==> config.mk <==
export PLATFORM = sky130hd
export DESIGN_NAME = sgm_queue
export DESIGN_NICKNAME = d
export VERILOG_FILES = /design/src/sgm_pkg.sv /design/src/sgm_queue.sv
export SDC_FILE = /design/constraint.sdc
export NUM_CORES = 1
export LEC_CHECK = 0
export BUFFER_PORTS_ARGS = -buffer_cell sky130_fd_sc_hd__buf_2
export CELL_PAD_IN_SITES_DETAIL_PLACEMENT = 1
export CELL_PAD_IN_SITES_GLOBAL_PLACEMENT = 1
export CORE_MARGIN = 10
export CORE_UTILIZATION = 35
export CTS_BUF_LIST = sky130_fd_sc_hd__clkbuf_4
export DETAILED_ROUTE_END_ITERATION = 10
export PLACE_DENSITY_LB_ADDON = 0.1
export SETUP_SLACK_MARGIN = 0.1
export SYNTH_ARGS = -nofsm -noshare
export SYNTH_HDL_FRONTEND = slang
export SYNTH_SLANG_ARGS = --single-unit
==> constraint.sdc <==
create_clock -name clk -period 3.2 [get_ports clk]
set_input_delay 0.16 -clock clk [delete_from_list [all_inputs] [get_ports clk]]
set_output_delay 0.16 -clock clk [all_outputs]
set_load 0.02 [all_outputs]
==> src/sgm_pkg.sv <==
// Shared types, constants and helper functions for the Sobel gradient magnitude core.
// Used by every module in src; no dependencies of its own.
`default_nettype none

package sgm_pkg;

  localparam int MAX_WIDTH   = 1024;
  localparam int COL_W       = $clog2(MAX_WIDTH);
  localparam int PIX_W       = 8;
  localparam int CFG_W_W     = 11;
  localparam int CFG_H_W     = 16;
  localparam int CFG_DATA_W  = 16;
  localparam int QUEUE_DEPTH = 4;
  localparam int QPTR_W      = $clog2(QUEUE_DEPTH);

  localparam logic [CFG_W_W-1:0] WIDTH_RESET  = 11'd640;
  localparam logic [CFG_H_W-1:0] HEIGHT_RESET = 16'd480;
  localparam logic [CFG_W_W-1:0] WIDTH_MIN    = 11'd3;
  localparam logic [CFG_H_W-1:0] HEIGHT_MIN   = 16'd3;

  // arithmetic widths of the back end
  localparam int SUM3_W = 10;   // tl + 2*ml + bl, at most 1020
  localparam int GRAD_W = 11;   // signed gradient
  localparam int SQ_W   = 20;   // gradient squared
  localparam int SUM_W  = 21;   // gx^2 + gy^2
  localparam int SQRT_W = 22;   // working width of the root iteration
  localparam int ROOT_W = 11;
  localparam int SQRT_STEPS = 11;
  localparam int QUOT_W = 21;

  // floor(r/3) == (r*683) >> 11 for every r below 2048
  localparam logic [9:0] DIV3_RECIP = 10'd683;
  localparam int         DIV3_SHIFT = 11;
  localparam logic [7:0] MAG_MAX    = 8'd255;

  typedef enum logic [0:0] {
    CFG_IMAGE_WIDTH  = 1'b0,
    CFG_IMAGE_HEIGHT = 1'b1
  } cfg_idx_t;

  typedef struct packed {
    logic [7:0] pixel;
    logic       frame_start;
  } pix_in_t;

  typedef struct packed {
    logic [7:0]  magnitude;
    logic [9:0]  out_x;
    logic [15:0] out_y;
    logic        frame_end;
  } mag_out_t;

  typedef struct packed {
    logic [9:0]  out_x;
    logic [15:0] out_y;
    logic        frame_end;
  } coord_t;

  typedef struct packed {
    logic [7:0] tl;
    logic [7:0] ml;
    logic [7:0] bl;
    logic [7:0] tm;
    logic [7:0] bm;
    logic [7:0] tr;
    logic [7:0] mr;
    logic [7:0] br;
    coord_t     pos;
  } win_item_t;

  typedef struct packed {
    logic [SQRT_W-1:0] rem;
    logic [SQRT_W-1:0] root;
  } sqrt_st_t;

  // one digit of the bit-by-bit floor square root; trial bit is 1 << sh
  function automatic sqrt_st_t sqrt_step(sqrt_st_t s, logic [4:0] sh);
    logic [SQRT_W-1:0] trial_bit;
    logic [SQRT_W-1:0] trial;
    sqrt_st_t          r;
    trial_bit = SQRT_W'(1) << sh;
    trial     = s.root + trial_bit;
    if (s.rem >= trial) begin
      r.rem  = s.rem - trial;
      r.root = (s.root >> 1) + trial_bit;
    end else begin
      r.rem  = s.rem;
      r.root = s.root >> 1;
    end
    return r;
  endfunction

endpackage

`default_nettype wire

==> src/sgm_queue.sv <==
// Small FIFO between the front end and the arithmetic back end.
// Depends on sgm_pkg.
`default_nettype none

module sgm_queue (
  input  wire logic               clk,
  input  wire logic               rst_n,
  input  wire logic               push,
  input  wire sgm_pkg::win_item_t push_data,
  output logic                    full,
  input  wire logic               pop,
  output sgm_pkg::win_item_t      pop_data,
  output logic                    empty
);

  localparam int PW = sgm_pkg::QPTR_W;
  localparam int DEPTH = sgm_pkg::QUEUE_DEPTH;

  sgm_pkg::win_item_t mem_r [DEPTH];
  logic [PW-1:0] wr_ptr_r, rd_ptr_r;
  logic [PW:0]   count_r;

  assign full     = (count_r == (PW+1)'(DEPTH));
  assign empty    = (count_r == '0);
  assign pop_data = mem_r[rd_ptr_r];

  always_ff @(posedge clk) begin
    if (push) begin
      mem_r[wr_ptr_r] <= push_data;
    end
  end

  always_ff @(posedge clk) begin
    if (!rst_n) begin
      wr_ptr_r <= '0;
      rd_ptr_r <= '0;
      count_r  <= '0;
    end else begin
      if (push) begin
        wr_ptr_r <= wr_ptr_r + 1'b1;
      end
      if (pop) begin
        rd_ptr_r <= rd_ptr_r + 1'b1;
      end
      if (push && !pop) begin
        count_r <= count_r + 1'b1;
      end else if (pop && !push) begin
        count_r <= count_r - 1'b1;
      end
    end
  end

`ifndef SYNTHESIS
  a_no_overflow: assert property (@(posedge clk) disable iff (!rst_n)
    push |-> !full)
    else $error("queue overflow");

  a_no_underflow: assert property (@(posedge clk) disable iff (!rst_n)
    pop |-> !empty)
    else $error("queue underflow");

  a_count_bound: assert property (@(posedge clk) disable iff (!rst_n)
    count_r <= (PW+1)'(DEPTH))
    else $error("queue count out of range");
`endif

endmodule

`default_nettype wire

Word-level counts from Yosys, hierarchy flattened
Memories as Yosys holds them, arrays and structs flattened. A register that Yosys moved wholly into a read port is not among the register bits.
Cells that the tools add are included.
- flip-flop bits (word level): 7
- latch bits: 0
- bits in writable memories: 364
- bits in read-only memories: 0
- input bits: 95
- output and inout bits: 93
- word-level logic and storage cells: 21
- memories: 1
- add/sub/neg operators: 4
- multiply operators: 0
- div/mod/pow operators: 0
- magnitude comparators: 0
- equality and inequality tests: 1
- shift-type cells: 0
- mux-type cells: 6
- bitwise gates (word level): 0
- reductions and logical operators: 6
- memories (name ; words ; width ; read ports ; clocked after memory_dff ; write ports ; RTL line ; RTL):
    mem_r ; 4 ; 91 ; 1 ; 1 ; 1 ; sgm_queue.sv:19 ; sgm_pkg::win_item_t mem_r [DEPTH];
- operators by type and width (kind ; count):
    3-bit two-way mux ; 2
    2-bit by 1-bit adder with 2-bit output (second input constant) ; 2
    2-bit two-way mux ; 2
    3-bit by 1-bit adder with 3-bit output (second input constant) ; 1
    3-bit equality test (second input constant) ; 1
    3-bit zero test ; 1
    3-bit by 1-bit subtractor with 3-bit output (second input constant) ; 1
    1-bit logical AND ; 2
    1-bit zero test ; 2
    1-bit two-way mux ; 2
    2-bit nonzero test ; 1

Logic depth before layout (Yosys ltp)
Gate-level depths: netlist of the first run.
- depth after elaboration: 4
- mapped depth: 7
- mapped depth without buffers: 7

Worst setup path after synthesis of the first run
OpenSTA, ideal clock, no wires.
- kind: register to register
- start: register wr_ptr_r[0]
- end: memory mem_r[0][0] (netlist bit), enable pin
- setup time: 0.459 ns
- data arrival time: 2.650 ns
- data required time: 2.741 ns
- path slack: 0.090 ns
- cell stages (with the launch flop): 4
- path buffers: 0
- period minus slack after synthesis: 3.110 ns
- path through: dfxtp_1 inv_1 ha_1 and2_1
- RTL lines (element ; RTL line ; RTL):
    start, declared ; sgm_queue.sv:20 ; logic [PW-1:0] wr_ptr_r, rd_ptr_r;
    start signal, assigned ; sgm_queue.sv:40 ; wr_ptr_r <= wr_ptr_r + 1'b1;
    end, declared ; sgm_queue.sv:19 ;
No word-level cell before the write port.

==> run_results.csv, run 1 <==
group,metric,value,unit
setup_path,critPathMaxFanout,29,
pwr,netSwitchingFraction,24.1,%
cells_and_area,areaGrowthSynthToFinish,27.4,%
routing,dr.pass1.iters,4,
grt,grt_max_degree,55,
cts,post_cts_buffers,0,
min_path,holdCritPathClass,"primary input to register",
timing,fmax,368,MHz
pwr,p_int,8.40,mW
timing,rsz0062_at_grt,"false",
yosys,synthTopCellsByArea,"edfxtp_1, mux4_2, buf_12",
timing,fin_tns_setup,0,ps
cells_and_area,finish.utilization,45.1,%
grt,grt_pass1_vias,8204,
setup_path,crit_required,3040,ps
yosys,ys_types,21,
die,initial_core_util,35.4,%
setup_path,critical_path_arrival,2560,ps
die,die_area,0.0473,mm²
cts,tritoncts,"yes",
yosys,ys_ff_latch,373,
timing,relSlewSlack,58.3,%
timing,finalWorstSetupSlack,483,ps
cts,insertion_delay,760,ps
yosys,yosysTopAreaCellShare,80.0,%
routing,detailroute.via_count,6839,
cts,clk_path_buf_depth,3,
timing,final.period_utilization,84.9,%
place,port_buffers,187,
pwr,finalPower,11.1,mW
yosys,yosys_warnings,0,
cells_and_area,fin_area,0.0174,mm²
grt,grt-ovfl-total,0,
timing,worstMarginPinSlew,626,ps
grt,grt_pass1_wl,48200,µm
routing,drc,0,
place,hpwl,18900,µm
place,gp_congestion,0.702,
cts,clock_sink_count,373,
die,die_w,218,µm
die,dieHeight,218,µm
routing,vias_per_cell,4.61,
timing,finClkSkew,32.0,ps
cells_and_area,drive_above_1_share,47.3,%
routing,ant_nets,0,
grt,antenna_found_initial,3,
setup_path,setup.worst_path.start_class,"register",
yosys,synth-seq-area-share,81.3,%
run,drv_cap,0,
cts,cts_buffers,98,
yosys,syn_avg_cell_area,26.4,µm²
timing,hold_viol,0,
yosys,synth_top_area_cell,"edfxtp_1",
cts,cts-root-buf,"clkbuf_4",
die,coreArea,0.0386,mm²
pwr,powerDensity,636,mW/mm²
pwr,power.switching,2.67,mW
timing,setup_viol,0,
place,dp_cells,1216,
grt,track_usage,13.5,%
place,post-place-ws,1190,ps
yosys,synth_area,0.0137,mm²
pwr,p_leak,6.03,nW
cells_and_area,fin_cells,1485,
run_status,outcome,"finished, final reports clean",
routing,routed_wl,31400,µm
cts,cts_resized,0,
cells_and_area,nets,995,
die,io_pins,188,
setup_path,crit_path_end_kind,"primary output",
pwr,pwr-share-comb,11.8,%
pwr,clkPwrFrac,37.0,%
routing,wl_per_cell,21.1,µm
cts,postCtsHoldBufs,96,
timing,min_period,2720,ps
yosys,postSynthCellCount,518,
pwr,ir_worst_vdd,0.303,mV
place,dpl_cell_area,0.0152,mm²
pwr,seq_power_share,51.2,%
yosys,syn-num-nets,619,
die,rows,72,
cts,path_clk_slew,70,ps
setup_path,critPathKind,"register to primary output",
timing,drv_slew,0,
setup_path,timing.rr.start,"wr_ptr_r[0]$_SDFFE_PN0P_",
routing,initialDrtViolationCount,352,
cts,h-tree-depth,3,
min_path,hp-start,"push_data[37]",
timing,hold_ws,154,ps
[state kept, by name, indices dropped and copies added, names as in the netlist, named ones only]
name	flops
rd_ptr_r	2
count_r	3
wr_ptr_r	2
mem_r	364
[final cells by class]
type / count / area, µm²
Sequential cell: 373 / 11100
Multi-Input combinational cell: 121 / 2310
Clock buffer: 154 / 1160
Timing Repair Buffer: 296 / 2070
Antenna cell: 3 / 7.51
Tap cell: 518 / 648
Fill cell: 3670 / 21200
Clock inverter: 16 / 90.1
Inverter: 4 / 15.0
[cell usage in the layout, fill, tap and decap left out, drive strengths merged]
cell	netlist	routed
inv	4	7
edfxtp	364	364
nor3b	1	1
nor3	1	1
clkinv	0	11
nand2	1	1
mux2i	2	2
dlygate4sd3	0	96
bufinv	0	1
or3	1	1
mux4	91	91
o21ai	1	1
a21boi	1	1
xnor2	2	2
dfxtp	9	9
diode	0	3
and2	9	9
buf	19	200
nor2b	2	2
xor2	3	3
clkbuf	1	154
fa	1	1
ha	5	5
clkinvlp	0	1
[logic make-up (layout without fill, tap and decap cells)]
logic type	after synthesis	in the layout	share of synthesized area (%)
flip-flops	373	373	81.3
buffers and inverters	24	470	1.87
other	0	3	0
adder cells (fa/ha/maj)	6	6	0.604
AO/OA/AOI/OAI	2	2	0.0915
multiplexers	93	93	15.1
XOR/XNOR	5	5	0.321
AND/OR/NAND/NOR	15	15	0.668
[final timing paths]
check                                  to  slack (ps)  cells past startpoint
setup reg to reg   mem_r[0][23]$_DFFE_PP_        1330                      4
hold reg to reg   count_r[2]$_SDFFE_PN0P_         550                      2
hold / removal     mem_r[3][37]$_DFFE_PP_         150                      2
setup / recovery             pop_data[53]         480                      3
[power groups by stage]
stage                     Sequential (mW)  Clock, mW  Combinational [mW]
final                                5.67       4.09                1.31
after global routing                 5.69       4.56                1.42
after CTS                            5.68       4.28                1.36
after detailed placement             5.78          0                1.25
after global placement               5.76          0                1.23
after floorplan                      5.76          0               0.799
[per-layer routing]
layer,global-route usage (%),vias to the layer above,wire (µm)
met5,0,-,0
met2,22.5,216,16100
met4,5.64,0,604
met3,4.79,52,2290
met1,15.4,3527,12400
li1,-,3044,-
[worst max-delay path, stage by stage (launching register included)]
cell and delay (ps):
dfxtp_4 440, buf_4 530, mux4_2 620, buf_2 190
[synth_stat cells]
cell type / n
edfxtp_1: 364
xnor2_1: 2
and2_1: 9
nor3b_1: 1
fa_1: 1
mux2i_1: 2
inv_1: 4
buf_2: 9
buf_6: 1
nor3_1: 1
xor2_1: 3
clkbuf_1: 1
ha_1: 5
a21boi_0: 1
or3_1: 1
nand2_1: 1
dfxtp_1: 9
mux4_2: 91
o21ai_0: 1
nor2b_1: 2
buf_12: 9
Note: power is estimated with default switching activity, not from simulation.
==> run 2, diff against run 1 <==
- clock period: 3.2 -> 2.3 ns (I/O delays scaled with it)
==> run 2 against run 1 <==
Effect of this change: worst setup slack worse by 500 ps; routed wire length is 3.2% higher; global-route usage is 0.13 points higher; via count is 2.8% higher; register-to-register slack worse by 710 ps; flip-flop and latch count stayed put; clock skew is 1.7 ps lower; the flow now finishes with violations (negative setup slack); sequential share of layout area is 2.7 points lower.
==> run_results.csv, run 2 (synthesized netlist as in run 1, its figures left out) <==
group,metric,value,unit
setup_path,critPathKind,"register to primary output",
cts,h-tree-depth,3,
cts,clock_sink_count,373,
die,coreArea,0.0386,mm²
setup_path,setup.worst_path.start_class,"register",
timing,finClkSkew,30.3,ps
routing,wl_met2,16500,µm
timing,hold_viol,0,
timing,fmax,431,MHz
setup_path,critical_path_arrival,2210,ps
timing,relSlewSlack,71.7,%
setup_path,crit_path_end_kind,"primary output",
grt,grt_max_degree,64,
pwr,p_leak,6.31,nW
die,initial_core_util,35.4,%
pwr,power.switching,3.70,mW
routing,wl_met1,13000,µm
cells_and_area,fillerInstances,3582,
setup_path,critPathMaxFanout,5,
timing,final.period_utilization,101,%
routing,ant_nets,0,
run_status,outcome,"finished with violations",
cells_and_area,nets,1013,
timing,setup_viol,13,
die,dieHeight,218,µm
grt,grt_pass1_vias,8192,
routing,top_layer_used,"met5",
min_path,holdCritPathClass,"primary input to register",
cts,tritoncts,"yes",
cts,insertion_delay,750,ps
routing,drc,0,
place,hpwl,19100,µm
setup_path,timing.rr.start,"wr_ptr_r[0]$_SDFFE_PN0P_",
cells_and_area,fin_area,0.0182,mm²
pwr,pwr-share-comb,14.7,%
setup_path,ff2ff_setup_slack,620,ps
setup_path,crit_required,2180,ps
cts,cts_buffers,97,
cts,clk_path_buf_depth,3,
die,rows,72,
place,dpl_cell_area,0.0153,mm²
cells_and_area,largest_register_ffs,364,
pwr,ir_worst_vdd,0.322,mV
place,port_buffers,187,
pwr,seq_power_share,51.2,%
pwr,clkPwrFrac,34.1,%
routing,vias_per_cell,4.71,
timing,min_period,2320,ps
timing,hold_ws,114,ps
cells_and_area,layout_common_cells,"edfxtp_1, clkbuf_4, buf_2",
cts,cts-root-buf,"clkbuf_4",
routing,dr.pass1.iters,6,
grt,grt_pass1_wl,48300,µm
die,die_w,218,µm
pwr,p_int,11.7,mW
cells_and_area,reg.largest.list,"mem_r x364, count_r x3",
cells_and_area,areaGrowthSynthToFinish,33.0,%
grt,antenna_found_initial,4,
timing,rsz0062_at_grt,"true",
cells_and_area,layout_commonest_cell,"edfxtp_1",
run_status,failed_checks,"negative setup slack",
routing,detailroute.via_count,7030,
setup_path,cp-endpoint,"pop_data[76]",
routing,wl_per_cell,21.7,µm
place,gp_congestion,0.706,
timing,worstMarginPinSlew,424,ps
setup_path,r2r_cells,4,
routing,initialDrtViolationCount,253,
setup_path,r2r-end,"mem_r[0][18]$_DFFE_PP_",
routing,routed_wl,32400,µm
pwr,netSwitchingFraction,24.0,%
die,io_pins,188,
cells_and_area,top_register,"mem_r",
grt,track_usage,13.6,%
grt,grt-ovfl-total,0,
run,drv_cap,0,
die,die_area,0.0473,mm²
cells_and_area,drive_above_1_share,47.7,%
routing,route.met3.wl,2130,µm
cts,path_clk_slew,60,ps
pwr,powerDensity,848,mW/mm²
timing,finalWorstSetupSlack,-20.9,ps
timing,drv_slew,0,
run 2: metrics by stage:
stage	total power [mW]	utilization, %	setup WS, ps	setup TNS (ps)	std cells
after global routing	16.3	47.0	-186	-12170	1491
after CTS	15.6	46.0	-143	-8050	1479
final	15.4	47.0	-20.9	-127	1492
after floorplan	9.12	-	193	0	518
after global placement	9.78	39.7	616	0	1220
after detailed placement	9.83	39.7	553	0	1220
run 2: final cells by class:
| class | instances | area [µm²] | share of cell area, % |
|---|---|---|---|
| repair buffers | 315 | 2950 | 16.2 |
| diodes | 3 | 7.51 | 0.0413 |
| flip-flops and latches | 373 | 11100 | 61.2 |
| inverters | 4 | 15.0 | 0.0826 |
| clock inverters | 15 | 56.3 | 0.310 |
| multi-input cells | 121 | 2310 | 12.7 |
| clock buffers | 143 | 1070 | 5.91 |
| well taps | 518 | 648 | 3.57 |
run 2: per-layer routing:
layer  GRT usage, %  up-vias
li1               -     3082
met1           15.7     3667
met2           22.8      211
met3           4.45       68
met4           5.85        2
met5              0        -
run 2: how the worst min path moves through the flow:
stage | start | to | slack, ps | cells past startpoint
after floorplan | push_data[0] | mem_r[0][0]$_DFFE_PP_ | 210 | 0
after global placement | push_data[86] | mem_r[3][86]$_DFFE_PP_ | 320 | 1
after detailed placement | push_data[13] | mem_r[2][13]$_DFFE_PP_ | 330 | 1
after CTS | push_data[14] | mem_r[1][14]$_DFFE_PP_ | 3 | 2
after global routing | push_data[22] | mem_r[2][22]$_DFFE_PP_ | 40 | 2
final | push_data[9] | mem_r[1][9]$_DFFE_PP_ | 110 | 2
run 2: worst max-delay path: stages, from the launching register on:
cell,delay (ps)
dfxtp_4,390
buf_12,150
buf_12,120
buf_12,120
mux4_2,510
buf_6,150
run 2: power groups by stage:
stage               clock [mW]  combinational [mW]  sequential, mW
floorplan                    0                1.11            8.01
global placement             0                1.76            8.02
detailed placement           0                1.79            8.05
CTS                       5.53                2.15            7.89
global route              5.95                2.43            7.91
finish                    5.26                2.27            7.89
run 2: what timing repair did:
item | in CTS | in global routing
setup endpoints to repair | 91 | 91
gates cloned | 2 | 6
endpoints found under the hold margin | 437 | 0
gates resized for setup | 85 | 62
hold buffers | 95 | 0
buffers inserted | 4 | 4
==> run 3, diff against run 2 <==
- SKIP_CTS_REPAIR_TIMING: default -> 1
- clock period: 2.3 -> 2.01 ns (I/O delays scaled with it)
==> run 3 against run 2 <==
Effect of this change: the run still ends with negative setup slack left; critical path depth is 1 lower; hold slack lost 25 ps; non-clock buffer count is 11 higher; critical path type unchanged; largest power group unchanged; highest routed layer is now met4.
==> run_results.csv, run 3 (synthesized netlist as in run 1, its figures left out) <==
group,metric,value,unit
grt,grt_pass1_vias,7526,
timing,fmax,437,MHz
timing,drv_slew,0,
setup_path,critical_path_arrival,2190,ps
timing,relSlewSlack,80.3,%
routing,dr.pass1.iters,7,
routing,wl_per_cell,21.7,µm
setup_path,crit_required,1910,ps
cells_and_area,fin_area,0.0184,mm²
cts,insertion_delay,780,ps
pwr,ir_worst_vdd,0.591,mV
timing,fin_tns_setup,-22300,ps
cells_and_area,drive_above_1_share,47.8,%
timing,hold_viol,0,
grt,grt_max_degree,43,
grt,grt_use_met1,14.4,%
timing,min_period,2290,ps
setup_path,crit_path_end_kind,"primary output",
cells_and_area,layout_commonest_cell,"edfxtp_1",
grt,grt_use_met3,4.84,%
place,hpwl,19500,µm
cells_and_area,reg.largest.list,"mem_r x364, count_r x3",
timing,rsz0062_at_grt,"true",
cells_and_area,nets,1026,
grt,grt_pass1_wl,45800,µm
routing,ant_nets,0,
min_path,holdCritPathClass,"primary input to register",
run,drv_cap,0,
grt,met2_usage,21.9,%
routing,initialDrtViolationCount,370,
grt,grt-ovfl-total,0,
routing,routed_wl,32700,µm
cts,path_clk_slew,60,ps
grt,top_usage_layer,"met2",
die,die_w,218,µm
place,gp_congestion,0.711,
timing,finalWorstSetupSlack,-280,ps
pwr,powerDensity,979,mW/mm²
place,port_buffers,187,
timing,finClkSkew,30.3,ps
cells_and_area,top_register,"mem_r",
routing,detailroute.via_count,7024,
cts,cts-root-buf,"clkbuf_4",
grt,track_usage,12.9,%
cts,clock_sink_count,373,
die,io_pins,188,
grt,antenna_found_initial,2,
cells_and_area,multiInputGateArea,0.00231,mm²
die,dieHeight,218,µm
timing,setup_viol,91,
timing,worstMarginPinSlew,295,ps
setup_path,setup.worst_path.start_class,"register",
setup_path,critPathMaxFanout,6,
cts,h-tree-depth,3,
cells_and_area,largest_register_ffs,364,
pwr,p_leak,6.39,nW
cells_and_area,areaGrowthSynthToFinish,34.4,%
die,initial_core_util,35.4,%
min_path,hp-start,"push_data[5]",
cts,cts_buffers,99,
routing,vias_per_cell,4.65,
run_status,outcome,"finished with violations",
die,coreArea,0.0386,mm²
cells_and_area,fillerInstances,3586,
place,dpl_cell_area,0.0154,mm²
cts,tritoncts,"yes",
cells_and_area,layout_common_cells,"edfxtp_1, clkbuf_4, buf_2",
cts,clk_path_buf_depth,3,
run_status,failed_checks,"negative setup slack",
cells_and_area,seq_area,0.0111,mm²
die,rows,72,
setup_path,timing.rr.start,"wr_ptr_r[0]$_SDFFE_PN0P_",
timing,hold_ws,89.6,ps
routing,drc,0,
die,die_area,0.0473,mm²
timing,final.period_utilization,114,%
setup_path,critPathKind,"register to primary output",
-- run 3: cell types whose count changed in the layout (fill, tap and decap cells not counted), moves of 4 or more --
cell,delta
buf_6,+5
buf_12,+8
clkinv_1,+5
buf_2,+7
buf_16,-4
clkbuf_4,-4
buf_4,-9
-- run 3: final timing paths --
kind                             endpoint  slack [ps]  depth (start not counted)
setup / recovery             pop_data[29]        -280                          4
hold / removal      mem_r[2][5]$_DFFE_PP_          90                          2
setup reg to reg   mem_r[3][12]$_DFFE_PP_         420                          3
hold reg to reg   count_r[2]$_SDFFE_PN0P_         550                          2
-- run 3: metal layers --
layer / part of all wire (%) / wire, µm
met1: 42 / 13700
met2: 51 / 16600
met3: 5.1 / 1680
met4: 1.9 / 618
met5: 0 / 0
-- run 3: area by class of cell --
cell class / count / share of cell area, %
inverter: 4 / 0.0817
tap: 518 / 3.53
clock inverter: 25 / 0.865
antenna: 3 / 0.0409
timing repair buffer: 326 / 16.7
clock buffer: 139 / 5.68
sequential: 373 / 60.5
multi-input combinational: 121 / 12.6
-- run 3: critical path, stage by stage (launching register included) --
cell and delay [ps]:
dfxtp_4 420, buf_6 160, clkbuf_16 170, mux4_2 520, buf_6 150
-- run 3: stage by stage --
step	utilization [%]	setup slack [ps]	std cells	total power [mW]
after detailed placement	39.8	309	1224	11.3
after floorplan	-	370	518	10.4
final	47.5	-280	1509	18.0
after global placement	39.8	381	1224	11.2
after CTS	42.9	-477	1388	17.7
after global routing	47.5	-437	1509	18.9
-- run 3: report_power, final --
group	switching (mW)	leakage (nW)	internal, mW
registers	0.0980	3.42	8.93
clock network	2.93	0.707	3.40
logic	1.32	2.26	1.31
total	4.35	6.39	13.6
