==> src/sgm_pkg.sv <==
// Shared types, constants and helper functions for the Sobel gradient magnitude core.
// Used by every module in src; no dependencies of its own.
`default_nettype none

package sgm_pkg;

  localparam int MAX_WIDTH   = 1024;
  localparam int COL_W       = $clog2(MAX_WIDTH);
  localparam int PIX_W       = 8;
  localparam int CFG_W_W     = 11;
  localparam int CFG_H_W     = 16;
  localparam int CFG_DATA_W  = 16;
  localparam int QUEUE_DEPTH = 4;
  localparam int QPTR_W      = $clog2(QUEUE_DEPTH);

  localparam logic [CFG_W_W-1:0] WIDTH_RESET  = 11'd640;
  localparam logic [CFG_H_W-1:0] HEIGHT_RESET = 16'd480;
  localparam logic [CFG_W_W-1:0] WIDTH_MIN    = 11'd3;
  localparam logic [CFG_H_W-1:0] HEIGHT_MIN   = 16'd3;

  // arithmetic widths of the back end
  localparam int SUM3_W = 10;   // tl + 2*ml + bl, at most 1020
  localparam int GRAD_W = 11;   // signed gradient
  localparam int SQ_W   = 20;   // gradient squared
  localparam int SUM_W  = 21;   // gx^2 + gy^2
  localparam int SQRT_W = 22;   // working width of the root iteration
  localparam int ROOT_W = 11;
  localparam int SQRT_STEPS = 11;
  localparam int QUOT_W = 21;

  // floor(r/3) == (r*683) >> 11 for every r below 2048
  localparam logic [9:0] DIV3_RECIP = 10'd683;
  localparam int         DIV3_SHIFT = 11;
  localparam logic [7:0] MAG_MAX    = 8'd255;

  typedef enum logic [0:0] {
    CFG_IMAGE_WIDTH  = 1'b0,
    CFG_IMAGE_HEIGHT = 1'b1
  } cfg_idx_t;

  typedef struct packed {
    logic [7:0] pixel;
    logic       frame_start;
  } pix_in_t;

  typedef struct packed {
    logic [7:0]  magnitude;
    logic [9:0]  out_x;
    logic [15:0] out_y;
    logic        frame_end;
  } mag_out_t;

  typedef struct packed {
    logic [9:0]  out_x;
    logic [15:0] out_y;
    logic        frame_end;
  } coord_t;

  typedef struct packed {
    logic [7:0] tl;
    logic [7:0] ml;
    logic [7:0] bl;
    logic [7:0] tm;
    logic [7:0] bm;
    logic [7:0] tr;
    logic [7:0] mr;
    logic [7:0] br;
    coord_t     pos;
  } win_item_t;

  typedef struct packed {
    logic [SQRT_W-1:0] rem;
    logic [SQRT_W-1:0] root;
  } sqrt_st_t;

  // one digit of the bit-by-bit floor square root; trial bit is 1 << sh
  function automatic sqrt_st_t sqrt_step(sqrt_st_t s, logic [4:0] sh);
    logic [SQRT_W-1:0] trial_bit;
    logic [SQRT_W-1:0] trial;
    sqrt_st_t          r;
    trial_bit = SQRT_W'(1) << sh;
    trial     = s.root + trial_bit;
    if (s.rem >= trial) begin
      r.rem  = s.rem - trial;
      r.root = (s.root >> 1) + trial_bit;
    end else begin
      r.rem  = s.rem;
      r.root = s.root >> 1;
    end
    return r;
  endfunction

endpackage

`default_nettype wire

==> src/sgm_back.sv <==
// Back end: Sobel sums, squares, pipelined floor square root, divide by 3, clamp.
// Depends on sgm_pkg.
`default_nettype none

module sgm_back (
  input  wire logic               clk,
  input  wire logic               rst_n,
  input  wire logic               q_empty,
  input  wire sgm_pkg::win_item_t q_data,
  output logic                    q_pop,
  output logic                    out_valid,
  input  wire logic               out_ready,
  output sgm_pkg::mag_out_t       out_data
);

  localparam int GW = sgm_pkg::GRAD_W;
  localparam int S3 = sgm_pkg::SUM3_W;

  logic adv;

  // stage 1: gradients
  logic                 g_valid_r;
  logic signed [GW-1:0] gx_r, gy_r;
  sgm_pkg::coord_t      g_pos_r;
  // stage 2: squares
  logic                       p_valid_r;
  logic [sgm_pkg::SQ_W-1:0]   sqx_r, sqy_r;
  sgm_pkg::coord_t            p_pos_r;
  // stage 3: sum of squares
  logic                       s_valid_r;
  logic [sgm_pkg::SUM_W-1:0]  sum_r;
  sgm_pkg::coord_t            s_pos_r;
  // stages 4..6: root digits
  logic             r_valid_r [3];
  sgm_pkg::sqrt_st_t r_st_r   [3];
  sgm_pkg::coord_t  r_pos_r   [3];
  // output register
  logic             out_valid_r;
  sgm_pkg::mag_out_t out_r;

  logic [S3-1:0]           lsum, rsum, tsum, bsum;
  logic signed [GW-1:0]    gx, gy;
  logic signed [2*GW-1:0]  px, py;
  sgm_pkg::sqrt_st_t       st_in  [3];
  sgm_pkg::sqrt_st_t       st_out [3];
  logic [sgm_pkg::QUOT_W-1:0] quot;
  logic [sgm_pkg::QUOT_W-sgm_pkg::DIV3_SHIFT-1:0] q_hi;
  logic [7:0]              mag;

  assign adv       = !out_valid_r || out_ready;
  assign q_pop     = adv && !q_empty;
  assign out_valid = out_valid_r;
  assign out_data  = out_r;

  always_comb begin
    lsum = S3'(q_data.tl) + {1'b0, q_data.ml, 1'b0} + S3'(q_data.bl);
    rsum = S3'(q_data.tr) + {1'b0, q_data.mr, 1'b0} + S3'(q_data.br);
    tsum = S3'(q_data.tl) + {1'b0, q_data.tm, 1'b0} + S3'(q_data.tr);
    bsum = S3'(q_data.bl) + {1'b0, q_data.bm, 1'b0} + S3'(q_data.br);
    gx   = $signed({1'b0, lsum}) - $signed({1'b0, rsum});
    gy   = $signed({1'b0, tsum}) - $signed({1'b0, bsum});
    px   = gx_r * gx_r;
    py   = gy_r * gy_r;
  end

  // root digits: stage 0 takes digits 0..3, stage 1 4..7, stage 2 8..10
  always_comb begin
    st_in[0].rem  = sgm_pkg::SQRT_W'(sum_r);
    st_in[0].root = '0;
    st_in[1]      = r_st_r[0];
    st_in[2]      = r_st_r[1];
    for (int s = 0; s < 3; s++) begin
      st_out[s] = st_in[s];
      for (int d = 0; d < 4; d++) begin
        if (s * 4 + d < sgm_pkg::SQRT_STEPS) begin
          st_out[s] = sgm_pkg::sqrt_step(st_out[s], 5'(20 - 2 * (s * 4 + d)));
        end
      end
    end
  end

  always_comb begin
    quot = r_st_r[2].root[sgm_pkg::ROOT_W-1:0] * sgm_pkg::DIV3_RECIP;
    q_hi = quot[sgm_pkg::QUOT_W-1:sgm_pkg::DIV3_SHIFT];
    mag  = (q_hi > 10'(sgm_pkg::MAG_MAX)) ? sgm_pkg::MAG_MAX : q_hi[7:0];
  end

  always_ff @(posedge clk) begin
    if (adv) begin
      gx_r    <= gx;
      gy_r    <= gy;
      g_pos_r <= q_data.pos;
      sqx_r   <= px[sgm_pkg::SQ_W-1:0];
      sqy_r   <= py[sgm_pkg::SQ_W-1:0];
      p_pos_r <= g_pos_r;
      sum_r   <= sgm_pkg::SUM_W'(sqx_r) + sgm_pkg::SUM_W'(sqy_r);
      s_pos_r <= p_pos_r;
      r_pos_r[0] <= s_pos_r;
      r_pos_r[1] <= r_pos_r[0];
      r_pos_r[2] <= r_pos_r[1];
      for (int s = 0; s < 3; s++) begin
        r_st_r[s] <= st_out[s];
      end
      out_r.magnitude <= mag;
      out_r.out_x     <= r_pos_r[2].out_x;
      out_r.out_y     <= r_pos_r[2].out_y;
      out_r.frame_end <= r_pos_r[2].frame_end;
    end
  end

  always_ff @(posedge clk) begin
    if (!rst_n) begin
      g_valid_r   <= 1'b0;
      p_valid_r   <= 1'b0;
      s_valid_r   <= 1'b0;
      out_valid_r <= 1'b0;
      for (int s = 0; s < 3; s++) begin
        r_valid_r[s] <= 1'b0;
      end
    end else if (adv) begin
      g_valid_r    <= !q_empty;
      p_valid_r    <= g_valid_r;
      s_valid_r    <= p_valid_r;
      r_valid_r[0] <= s_valid_r;
      r_valid_r[1] <= r_valid_r[0];
      r_valid_r[2] <= r_valid_r[1];
      out_valid_r  <= r_valid_r[2];
    end
  end

endmodule

`default_nettype wire

==> config.mk <==
export PLATFORM = sky130hd
export DESIGN_NAME = sgm_back
export DESIGN_NICKNAME = d
export VERILOG_FILES = /design/src/sgm_pkg.sv /design/src/sgm_back.sv
export SDC_FILE = /design/constraint.sdc
export NUM_CORES = 1
export LEC_CHECK = 0
export ABC_AREA = 1
export BUFFER_PORTS_ARGS = -buffer_cell sky130_fd_sc_hd__buf_2
export CORE_ASPECT_RATIO = 1.4
export CORE_UTILIZATION = 60
export DETAILED_ROUTE_END_ITERATION = 10
export GPL_TIMING_DRIVEN = 0
export HOLD_SLACK_MARGIN = 0.06
export PLACE_DENSITY = 0.78
export SYNTH_ARGS = -nofsm -noshare
export SYNTH_HDL_FRONTEND = slang
export SYNTH_SLANG_ARGS = --single-unit
==> constraint.sdc <==
create_clock -name clk -period 26.5 [get_ports clk]
set_input_delay 6.625 -clock clk [delete_from_list [all_inputs] [get_ports clk]]
set_output_delay 6.625 -clock clk [all_outputs]
set_load 0.1 [all_outputs]
Yosys cells after proc, flatten, opt, wreduce, memory -nomap -nowiden
Memories as Yosys holds them, arrays and structs flattened. A register that Yosys moved wholly into a read port is not among the register bits.
Cells that the tools add are included.
{"block": "classes", "add_sub_neg": 42, "multipliers": 3, "order_cmp": 12, "mux": 19, "n_bitwise": 3, "n_reduce_logical": 5}
{"cell": "$mux 44", "count": 11}
{"cell": "$ge 22x22->1", "count": 10}
{"cell": "$sub 22x22->22", "count": 10}
{"cell": "$add 10x8->10", "count": 4}
{"cell": "$add 8x9->10", "count": 4}
{"cell": "$mul 11x11->20", "count": 2}
{"cell": "$add 21x1->22 const B", "count": 1}
{"cell": "$add 21x11->22 const B", "count": 1}
{"cell": "$add 21x13->22 const B", "count": 1}
{"cell": "$add 21x15->22 const B", "count": 1}
{"cell": "$add 21x17->22 const B", "count": 1}
{"cell": "$add 21x19->22 const B", "count": 1}
{"cell": "$add 21x3->22 const B", "count": 1}
{"cell": "$add 21x5->22 const B", "count": 1}
{"cell": "$add 21x7->22 const B", "count": 1}
{"cell": "$add 21x9->22 const B", "count": 1}
{"cell": "$add 22x1->22 const B", "count": 1}
{"cell": "$add 22x11->22 const B", "count": 1}
{"cell": "$add 22x13->22 const B", "count": 1}
{"cell": "$add 22x15->22 const B", "count": 1}
{"cell": "$add 22x17->22 const B", "count": 1}
{"cell": "$add 22x19->22 const B", "count": 1}
{"cell": "$add 22x3->22 const B", "count": 1}
{"cell": "$add 22x5->22 const B", "count": 1}
{"cell": "other kinds (13)", "count": 25}
{"block": "word_totals", "ff_bits": 175, "mem_bits_rw": 216, "inputBits": 95, "output_inout_bits": 37, "elab_cells": 105, "n_memories": 3}
{"name": "r_st_r", "words": 3, "word_bits": 44, "rd": 3, "rd_ports_with_merged_regs": 0, "wr": 3, "line": "sgm_back.sv:35", "rtl": "sgm_pkg::sqrt_st_t r_st_r [3];"}
{"name": "r_pos_r", "words": 3, "word_bits": 27, "rd": 3, "rd_ports_with_merged_regs": 1, "wr": 3, "line": "sgm_back.sv:36", "rtl": "sgm_pkg::coord_t r_pos_r [3];"}
{"name": "r_valid_r", "words": 3, "word_bits": 1, "rd": 3, "rd_ports_with_merged_regs": 1, "wr": 3, "line": "sgm_back.sv:34", "rtl": "logic r_valid_r [3];"}

Longest topological paths before layout
Gate-level depths: netlist of the first run.
An unclocked memory read counts as a cell.
{"block": "depth", "depth_word": 13, "depth_mapped": 45, "depth_no_buf": 42}

Worst setup path before layout of the first run
No wires, ideal clock.
{"block": "synth_timing", "path_kind": "input to register", "from": "input out_ready", "to": "register p_valid_r", "setup_ps": 123, "arrival_ps": 14600, "required_time_ps": 26377, "path_slack_ps": 11777, "path_stages": 4, "path_cell_list": "nor2_1 -> inv_1 -> nand2_1 -> o22ai_1"}
{"block": "synth_between", "elab_chain_len": 1}
{"item": "start, declared", "line": "sgm_back.sv:12", "rtl": "input wire logic out_ready,"}
{"item": "$logic_or 1x1->1", "line": "sgm_back.sv:50", "rtl": "assign adv = !out_valid_r || out_ready;"}
{"item": "end signal, assigned", "line": "sgm_back.sv:122", "rtl": "p_valid_r <= g_valid_r;"}
{"item": "end, declared", "line": "sgm_back.sv:26", "rtl": "logic p_valid_r;"}
Every way passes these cells.
A chain may end at the register's enable or synchronous reset.

Final worst setup path of the first run
{"block": "layout_timing", "from": "input out_ready", "to": "output q_pop"}
{"block": "layout_between", "elab_chain_len": 2}
{"item": "$logic_or 1x1->1", "line": "sgm_back.sv:50"}
{"item": "$logic_and 1x1->1", "line": "sgm_back.sv:51", "rtl": "assign q_pop = adv && !q_empty;"}
{"item": "end, declared", "line": "sgm_back.sv:10", "rtl": "output logic q_pop,"}
Every way passes these cells.

==> out/results.tsv, run 1 <==
metric	value	unit
status	finished, final reports clean	
fmax	0.07087	GHz
yosys_warnings	0	
hpwl	47720	um
synthesis.area	28240	um2
htree_levels	2	
fillers	3536	
grt_max_degree	130	
grt_pass1_vias	20360	
wl_per_cell	16.23	um
drcViolationCount	0	
dp_slack	12.39	ns
postCtsHoldBufs	0	
ys_seq_elements	352	
antenna_cells	0	
antenna_found_initial	0	
slew_headroom	41.17	%
synth_ff_type	edfxtp_1	
worst_slack	12.39	ns
clk_pin_slew_worst_paths	0.06	ns
drive_gt1_share	8.719	%
crit_slowest_cell	nor2_1	
areaGrowthSynthToFinish	9.521	%
cts_setup_buffers	0	
worst-path-stages	4	
drv_cap	0	
ys_async_sr_fraction	0	%
critPathRequiredTime	19.88	ns
synth_xor_area_share	4.652	%
r2r_cells	38	
fp.dieH	258.7	um
grtUsageMet2	50.88	%
core	46200	um2
cp_data_arrival_time	7.49	ns
crit_start	out_ready	
drtIter0Drc	797	
vias	18810	
port_buffers	131	
num_io_pins	132	
path_max_fanout	3	
crit_buf_inv	2	
row_count	93	
reg2reg_from	r_st_r[0][17]$_DFFE_PN_	
period_share	53.25	%
grt_usage	25.49	%
synth-compound-area-share	5.095	%
synthAdderAreaFrac	31.63	%
worstSetupEndpointType	primary output	
wl	58060	um
synth_edf_count	348	
yosys.area_share.simple	12.52	%
ys_seq_area_share	37.29	%
cp_cell_sequence	buf_2 > nor2_1 > nor2_1 > buf_2	
synthCells	2761	
start_util	61.13	%
synth_mux_area_share	0	%
slowest_delay	0.35	ns
clock_skew	0.02911	ns
clock_path_buffers	3	
cp_top_family	simple AND/OR/NAND/NOR gates	
clock_sinks	352	
cts-root-buf	clkbuf_16	
cts-resized-gates	0	
grtUsageMet1	24.41	%
synth_nets	3402	
synth_cell_type_count	49	
place_congestion	0.9387	
viasPerCell	5.261	
grt_pass1_wl	94950	um
clock_latency	0.56	ns
min_path_cells	0	
busiest_layer	met2	
rsz0062_at_grt	false	
dr.pass1.iters	5	
worst_pin_slew	0.8825	ns
fin_nets	3573	
grt_use_met3	3.457	%
dieArea	47950	um2
die_w	185.4	um
cts_buffers	36	
min_period	14.11	ns
critical_path_class	in2out	
grt_overflow_total	0	
finalHoldViolations	0	
min-delay-start	r_pos_r[1][8]$_DFFE_PN_	
tns	0	ns
ant_nets	0	
crit_path_start_kind	input port	
setup_viol	0	
drv_slew	0	
hp-class	reg2reg	
cts_tree	built	
synth_top_family_by_area	adder cells	
avgSynthCellArea	10.23	um2
==> state kept, by name, indices dropped and copies added, names as in the netlist, 3 cells and up <==
register,count
r_pos_r,81
r_st_r,67
out_data,35
g_pos_r,27
p_pos_r,27
s_pos_r,27
sum_r,21
sqx_r,19
sqy_r,19
gx_r,11
gy_r,11
r_valid_r,3
==> synth_stat cells, drive strengths merged, types with 2 or more instances <==
master   number  share of area, %
nor3b         2             0.053
nand3       105               2.2
xnor2        57               1.8
and2          2             0.044
nor2        140               2.1
buf           8              0.23
a211oi        6              0.16
xor2         93               2.9
o21a          7              0.19
ha          266                12
edfxtp      348                37
dfxtp         4              0.28
inv         619               8.2
o21ai        94               1.7
a21o         12              0.32
or2          12              0.27
a31oi         3             0.066
nand4        25              0.60
nand3b        6              0.16
nor4          4             0.089
o2111ai       3             0.093
o21bai       11              0.29
nor3         13              0.23
clkbuf       27              0.36
a21oi       111               2.0
fa          280                20
o211ai        3             0.080
o22ai         2             0.044
nand2       491               6.7
==> cell families after synthesis <==
group           after synthesis
flops                       352
xor+xnor                    150
simple gates                801
fa+ha+maj                   546
compound gates              258
buf+inv                     654
==> cells in the final DEF, fill, tap and decap left out, types with 8 or more instances in the layout <==
master,n
ha_1,266
nand4_1,23
o21ai_0,89
buf_2,134
a21oi_1,111
edfxtp_1,348
nand2_1,477
clkbuf_1,33
nand2_2,11
nand3_2,8
o21bai_1,11
a21o_1,12
or2_2,12
nand3_1,92
clkbuf_16,37
inv_2,9
nor2_1,127
nor3_1,13
xor2_1,93
xnor2_1,57
inv_1,609
fa_1,280
==> through the flow <==
step	instances	util, %	hold WS (ns)	instance area (um2)
global placement	3509	64.22	0.4003	29670
CTS	3576	66.95	0.4081	30930
finish	3576	66.95	0.4133	30930
floorplan	2761	-	0.4003	28240
global route	3576	66.95	0.4134	30930
detailed placement	3511	64.36	0.4045	29730
==> final cells by class <==
class | count | area (um2) | share of cell area (%)
multi-input combinational | 1755 | 15220 | 49.22
sequential | 352 | 10530 | 34.05
inverter | 619 | 2331 | 7.536
clock buffer | 45 | 975.9 | 3.155
tap | 617 | 772.0 | 2.496
timing repair buffer | 133 | 710.7 | 2.298
clock inverter | 20 | 222.7 | 0.7201
buffer | 35 | 165.2 | 0.5340
==> worst paths after layout <==
check                                  to  slack, ns
setup reg to reg  r_st_r[0][80]$_DFFE_PN_      19.04
hold / removal    r_pos_r[2][8]$_DFFE_PN_       0.41
hold reg to reg   r_pos_r[2][8]$_DFFE_PN_       0.41
setup / recovery                    q_pop      12.39
==> routing by layer <==
layer | part of all wire (%) | vias up
met5 | 0 | -
met4 | 5.5 | 0
met3 | 3.3 | 175
met2 | 57 | 437
met1 | 34 | 9072
li1 | - | 9130
Power of run 1 is left out: the tool's default activity adds up to more than one toggle a clock period on the data nets, which glitch-free logic cannot reach.
==> inputs of run 2 (changes only) <==
--- a/config.mk
+++ b/config.mk
@@ -5,7 +5,7 @@
 export SDC_FILE = /design/constraint.sdc
 export NUM_CORES = 1
 export LEC_CHECK = 0
-export ABC_AREA = 1
+export ABC_AREA = 0
 export BUFFER_PORTS_ARGS = -buffer_cell sky130_fd_sc_hd__buf_2
 export CORE_ASPECT_RATIO = 1.4
 export CORE_UTILIZATION = 60
==> constraint.sdc (replaced) <==
create_clock -name clk -period 13.1 [get_ports clk]
set_input_delay 3.275 -clock clk [delete_from_list [all_inputs] [get_ports clk]]
set_output_delay 3.275 -clock clk [all_outputs]
set_load 0.1 [all_outputs]
==> run 2 against run 1 <==
Against the previous run: die area decreased by 2.3%; worst hold slack got worse by 0.0026 ns; utilization down 0.27 points; synthesized cell count is 14% lower; routed wire length is 6.3% lower; final area is 2.5% lower.
==> out/results.tsv, run 2 <==
metric	value	unit	change
grt_pass1_wl	89850	um	-5.4%
synth_common_cells	425 x inv_1, 348 x edfxtp_1, 280 x fa_1		
yosysTopAreaCell	edfxtp_1		
ys_async_sr_fraction	0	%	unchanged
synth_edf_count	348		unchanged
dp_slack	2.871	ns	-9.519 ns
drtIter0Drc	662		-17%
fmax	0.09737	GHz	
dr.pass1.iters	5		unchanged
cp_data_arrival_time	10.57	ns	+3.08 ns
rsz0062_at_grt	false		
grt_usage	24.43	%	-1.1 points
synthesis.area	27580	um2	-2.4%
hp-class	reg2reg		
largest_register_ffs	81		unchanged
cts-resized-gates	0		unchanged
ant_nets	0		unchanged
antenna_cells	0		unchanged
ys_seq_area_share	38.19	%	+0.90 points
grt_overflow_total	0		unchanged
postCtsHoldBufs	0		unchanged
start_util	60.96	%	-0.18 points
grt_max_degree	151		+16%
place_congestion	0.9197		-2.0%
row_count	92		-1.1%
crit_slowest_cell	or4bb_1		
areaGrowthSynthToFinish	9.397	%	
wl_per_cell	17.16	um	+5.7%
cts_buffers	36		unchanged
drive_gt1_share	9.176	%	+0.46 points
period_share	78.40	%	
drv_slew	0		unchanged
critPathRequiredTime	13.40	ns	-6.48 ns
grt_pass1_vias	19130		-6.1%
slowest_delay	0.59	ns	+0.24 ns
synth_xor_area_share	4.755	%	+0.10 points
dieArea	46840	um2	-2.3%
clk_pin_slew_worst_paths	0.07	ns	about the same
ys_seq_elements	352		unchanged
fp.dieH	255.7	um	-1.2%
worst_slack	2.830	ns	-9.560 ns
setup_viol	0		unchanged
synth_area_leaders	edfxtp_1 38%, fa_1 20%, ha_1 12%, inv_1 5.8%, xnor2_1 3.7%		
vias	17410		-7.5%
die_w	183.2	um	-1.2%
placed_cell_area	29060	um2	-2.3%
hpwl	43430	um	-9.0%
cts_setup_buffers	0		unchanged
synth-compound-area-share	7.922	%	+2.8 points
viasPerCell	5.489		+4.3%
critical_path_class	reg2reg		
cts_tree	built		
min_path_cells	0		unchanged
crit_path_start_kind	flop		
status	finished, final reports clean		
path_max_fanout	11		+8
reg2reg_from	r_st_r[0][28]$_DFFE_PN_		
wl	54420	um	-6.3%
worstSetupEndpointType	flop		
synth.most_common_cell	inv_1		
clock_path_buffers	3		unchanged
synth_top_family_by_area	adder cells		
synth_cell_type_count	88		+80%
yosys_warnings	0		unchanged
largest-register	r_pos_r		
worst_pin_slew	0.9794	ns	+0.09686 ns
port_buffers	131		unchanged
slew_headroom	34.58	%	-6.6 points
drcViolationCount	0		unchanged
core	45240	um2	-2.1%
drv_cap	0		unchanged
r2r-end	r_st_r[0][73]$_DFFE_PN_		
yosys.area_share.simple	9.569	%	-3.0 points
clock_sinks	352		unchanged
cts-root-buf	clkbuf_16		
clock_latency	0.56	ns	about the same
finalHoldViolations	0		unchanged
synth_ff_type	edfxtp_1		
whs_endpoint	r_pos_r[1][16]$_DFFE_PN_		
synth_mux_area_share	0.7713	%	+0.77 points
synthCells	2365		-14%
r2r_cells	37		-2.6%
regToRegSetupSlack	2.83	ns	-16.21 ns
final_common_cell	inv_1		
num_io_pins	132		unchanged
synthAdderAreaFrac	32.40	%	+0.76 points
min-delay-start	r_pos_r[0][16]$_DFFE_PN_		
fin_nets	3177		-11%
min_period	10.27	ns	
synth_nets	3006		-12%
antenna_found_initial	0		unchanged
avgSynthCellArea	11.66	um2	+14%
synth_top_area_share	37.89	%	+0.89 points
final_cell_mix	424 x inv_1, 348 x edfxtp_1, 280 x fa_1		
htree_levels	2		unchanged
final_area	30170	um2	-2.5%
clock_skew	0.02159	ns	-0.007514 ns
-- run 2: layout make-up --
cell class / count / area [um2]
Sequential cell: 352 / 10530
Multi-Input combinational cell: 1547 / 15280
Clock buffer: 47 / 952.2
Buffer: 37 / 152.6
Fill cell: 3355 / 15070
Inverter: 429 / 1620
Timing Repair Buffer: 133 / 710.7
Clock inverter: 16 / 156.4
Tap cell: 611 / 764.5
-- run 2: worst max-delay path: cells and delay by family, from the launching register on --
family | cells | cell delay, ns
AOI/OAI and AO/OA | 9 | 2.53
and+or+nand+nor | 16 | 3.77
muxes | 1 | 0.26
adders and majority gates | 4 | 1.35
buffers and inverters | 7 | 1.69
DFF | 1 | 0.41
-- run 2: cells by family after synthesis --
| kind of cell | Yosys count |
|---|---|
| AOI/OAI and AO/OA | 328 |
| xor gates and xnor gates | 148 |
| adders and majority gates | 546 |
| buffers and inverters | 466 |
| DFF | 352 |
| muxes | 20 |
| and+or+nand+nor | 505 |
-- run 2: how the worst max path moves through the flow --
stage,from,end,depth (start not counted)
floorplan,out_ready,r_valid_r[0]$_SDFFCE_PN0P_,4
global placement,out_ready,r_valid_r[2]$_SDFFCE_PN0P_,5
detailed placement,r_st_r[0][28]$_DFFE_PN_,r_st_r[0][73]$_DFFE_PN_,37
CTS,r_st_r[0][28]$_DFFE_PN_,r_st_r[0][73]$_DFFE_PN_,37
global route,r_st_r[0][28]$_DFFE_PN_,r_st_r[0][73]$_DFFE_PN_,38
finish,r_st_r[0][28]$_DFFE_PN_,r_st_r[0][73]$_DFFE_PN_,37
-- run 2: metrics by stage --
| step | hold slack [ns] | utilization, % | setup TNS, ns | cells |
|---|---|---|---|---|
| global placement | 0.4005 | 64.10 | -0.01981 | 3107 |
| detailed placement | 0.4045 | 64.24 | 0 | 3109 |
| global route | 0.4136 | 66.69 | 0 | 3172 |
| floorplan | 0.4003 | - | 0 | 2365 |
| finish | 0.4106 | 66.69 | 0 | 3172 |
| CTS | 0.4116 | 66.69 | 0 | 3172 |
-- run 2: per-layer routing --
metal  vias to the layer above  GRT usage [%]  routed length (um)
met4                         0          12.08                2709
met1                      8619          23.50               18440
met5                         -              0                   0
li1                       8276              -                   -
met3                       156          2.988                1544
met2                       361          49.44               31720
Power of run 2 is left out for the same reason.
==> inputs of run 3 (changes only) <==
--- a/config.mk
+++ b/config.mk
@@ -5,10 +5,10 @@
 export SDC_FILE = /design/constraint.sdc
 export NUM_CORES = 1
 export LEC_CHECK = 0
-export ABC_AREA = 0
+export ABC_AREA = 1
 export BUFFER_PORTS_ARGS = -buffer_cell sky130_fd_sc_hd__buf_2
 export CORE_ASPECT_RATIO = 1.4
-export CORE_UTILIZATION = 60
+export CORE_UTILIZATION = 57
 export DETAILED_ROUTE_END_ITERATION = 10
 export GPL_TIMING_DRIVEN = 0
 export HOLD_SLACK_MARGIN = 0.06
==> constraint.sdc (replaced) <==
create_clock -name clk -period 9.15 [get_ports clk]
set_input_delay 2.2875 -clock clk [delete_from_list [all_inputs] [get_ports clk]]
set_output_delay 2.2875 -clock clk [all_outputs]
set_load 0.1 [all_outputs]
==> run 3 against run 2 <==
Against the previous run: first-iteration DRC count increased by 15%; fmax increased by 40%; final area increased by 2.9%; sequential share of layout area decreased by 0.97 points; worst setup slack got worse by 1.0 ns; non-clock buffer count increased by 4; critical endpoint is now r_st_r[0][79]$_DFFE_PN_; register-to-register slack got worse by 1.0 ns; global-route usage decreased by 0.26 points; utilization decreased by 3.4 points; routed wire length increased by 6.8%; die area increased by 7.7%; cell count increased by 13%.
==> out/results.tsv, run 3 (synthesized netlist as in run 1, its figures left out) <==
metric	value	unit	change
status	finished, final reports clean		
seqCellArea	10530	um2	unchanged
cp_data_arrival_time	7.64	ns	-2.93 ns
num_io_pins	132		unchanged
die_w	190.1	um	+3.8%
vias	19000		+9.1%
busiest_layer	met2		
hp-class	reg2reg		
final_common_cell	inv_1		
fp.dieH	265.4	um	+3.8%
clock_sinks	352		unchanged
hpwl	46970	um	+8.2%
place_congestion	0.9499		+3.3%
dr.pass1.iters	6		+1
core	49010	um2	+8.3%
drcViolationCount	0		unchanged
period_share	80.26	%	+1.9 points
antenna_cells	0		unchanged
worst_pin_slew	0.6704	ns	-0.3090 ns
crit_slowest_cell	o21ai_0		
grt_max_degree	50		-67%
multiInputGateArea	15220	um2	-0.38%
htree_levels	2		unchanged
final_cell_mix	609 x inv_1, 477 x nand2_1, 348 x edfxtp_1		
worstSetupEndpointType	flop		
fmax	0.1362	GHz	+40%
cp_top_family	simple AND/OR/NAND/NOR gates		
critPathRequiredTime	9.44	ns	-3.96 ns
clk_pin_slew_worst_paths	0.06	ns	about the same
largest-register	r_pos_r		
clock_latency	0.56	ns	about the same
grtUsageMet1	22.73	%	-0.76 points
setup_viol	0		unchanged
crit_path_start_kind	flop		
largest_register_ffs	81		unchanged
rsz0062_at_grt	false		
cts_setup_buffers	0		unchanged
path_max_fanout	12		+1
fillers	3806		+13%
drtIter0Drc	758		+15%
areaGrowthSynthToFinish	9.884	%	
reg2reg_from	r_st_r[0][17]$_DFFE_PN_		
row_count	96		+4.3%
drive_gt1_share	8.944	%	-0.23 points
cts-resized-gates	0		unchanged
grt_pass1_vias	20650		+7.9%
viasPerCell	5.278		-3.9%
port_buffers	131		unchanged
slowest_delay	0.46	ns	-0.13 ns
drv_cap	0		unchanged
cts_buffers	36		unchanged
grt_use_met3	2.982	%	-0.0061 points
slew_headroom	55.31	%	+21 points
wl	58130	um	+6.8%
grt_usage	24.17	%	-0.26 points
crit_buf_inv	6		-1
clock_path_buffers	3		unchanged
min_period	7.344	ns	-2.927 ns
critical_path_class	reg2reg		
cts_tree	built		
finalHoldViolations	0		unchanged
cts-root-buf	clkbuf_16		
grt_overflow_total	0		unchanged
fin_nets	3579		+13%
dieArea	50450	um2	+7.7%
drv_slew	0		unchanged
crit_start	r_st_r[0][17]$_DFFE_PN_		
fin_util	63.32	%	-3.4 points
antenna_found_initial	0		unchanged
grtUsageMet2	48.32	%	-1.1 points
critPathMostFrequentCell	nand2_1		
min-delay-start	r_pos_r[0][12]$_DFFE_PN_		
grt_pass1_wl	95680	um	+6.5%
start_util	57.63	%	-3.3 points
wl_per_cell	16.15	um	-5.9%
postCtsHoldBufs	0		unchanged
clock_skew	0.02351	ns	+0.001914 ns
ant_nets	0		unchanged
## run 3: per-stage QoR
step | hold slack (ns) | setup TNS, ns | area [um2] | setup WS (ns) | cells
after floorplan | 0.4003 | 0 | 28240 | 0.9887 | 2761
after CTS | 0.4092 | 0 | 31030 | 1.905 | 3600
after detailed placement | 0.4045 | 0 | 29860 | 1.931 | 3537
after global routing | 0.4094 | 0 | 31030 | 1.337 | 3600
after global placement | 0.4003 | -318.05 | 29700 | -0.9829 | 3529
final | 0.4036 | 0 | 31030 | 1.807 | 3600
## run 3: worst paths after layout
kind / slack (ns) / cells after the start / to
setup / recovery: 1.81 / 35 / r_st_r[0][79]$_DFFE_PN_
setup reg to reg: 1.81 / 35 / r_st_r[0][79]$_DFFE_PN_
hold reg to reg: 0.40 / 0 / r_pos_r[1][12]$_DFFE_PN_
hold / removal: 0.40 / 0 / r_pos_r[1][12]$_DFFE_PN_
## run 3: area by class of cell
type | count | area share (%)
Timing Repair Buffer | 139 | 2.629
Clock buffer | 44 | 3.000
Multi-Input combinational cell | 1755 | 49.05
Clock inverter | 19 | 0.7862
Tap cell | 637 | 2.568
Sequential cell | 352 | 33.93
Buffer | 35 | 0.5322
Inverter | 619 | 7.499
## run 3: per-layer routing
metal / share of wire [%] / wire length [um]
met3: 3.2 / 1880
met1: 34 / 19500
met4: 6.2 / 3612
met2: 57 / 33140
met5: 0 / 0
Power of run 3 is left out for the same reason.
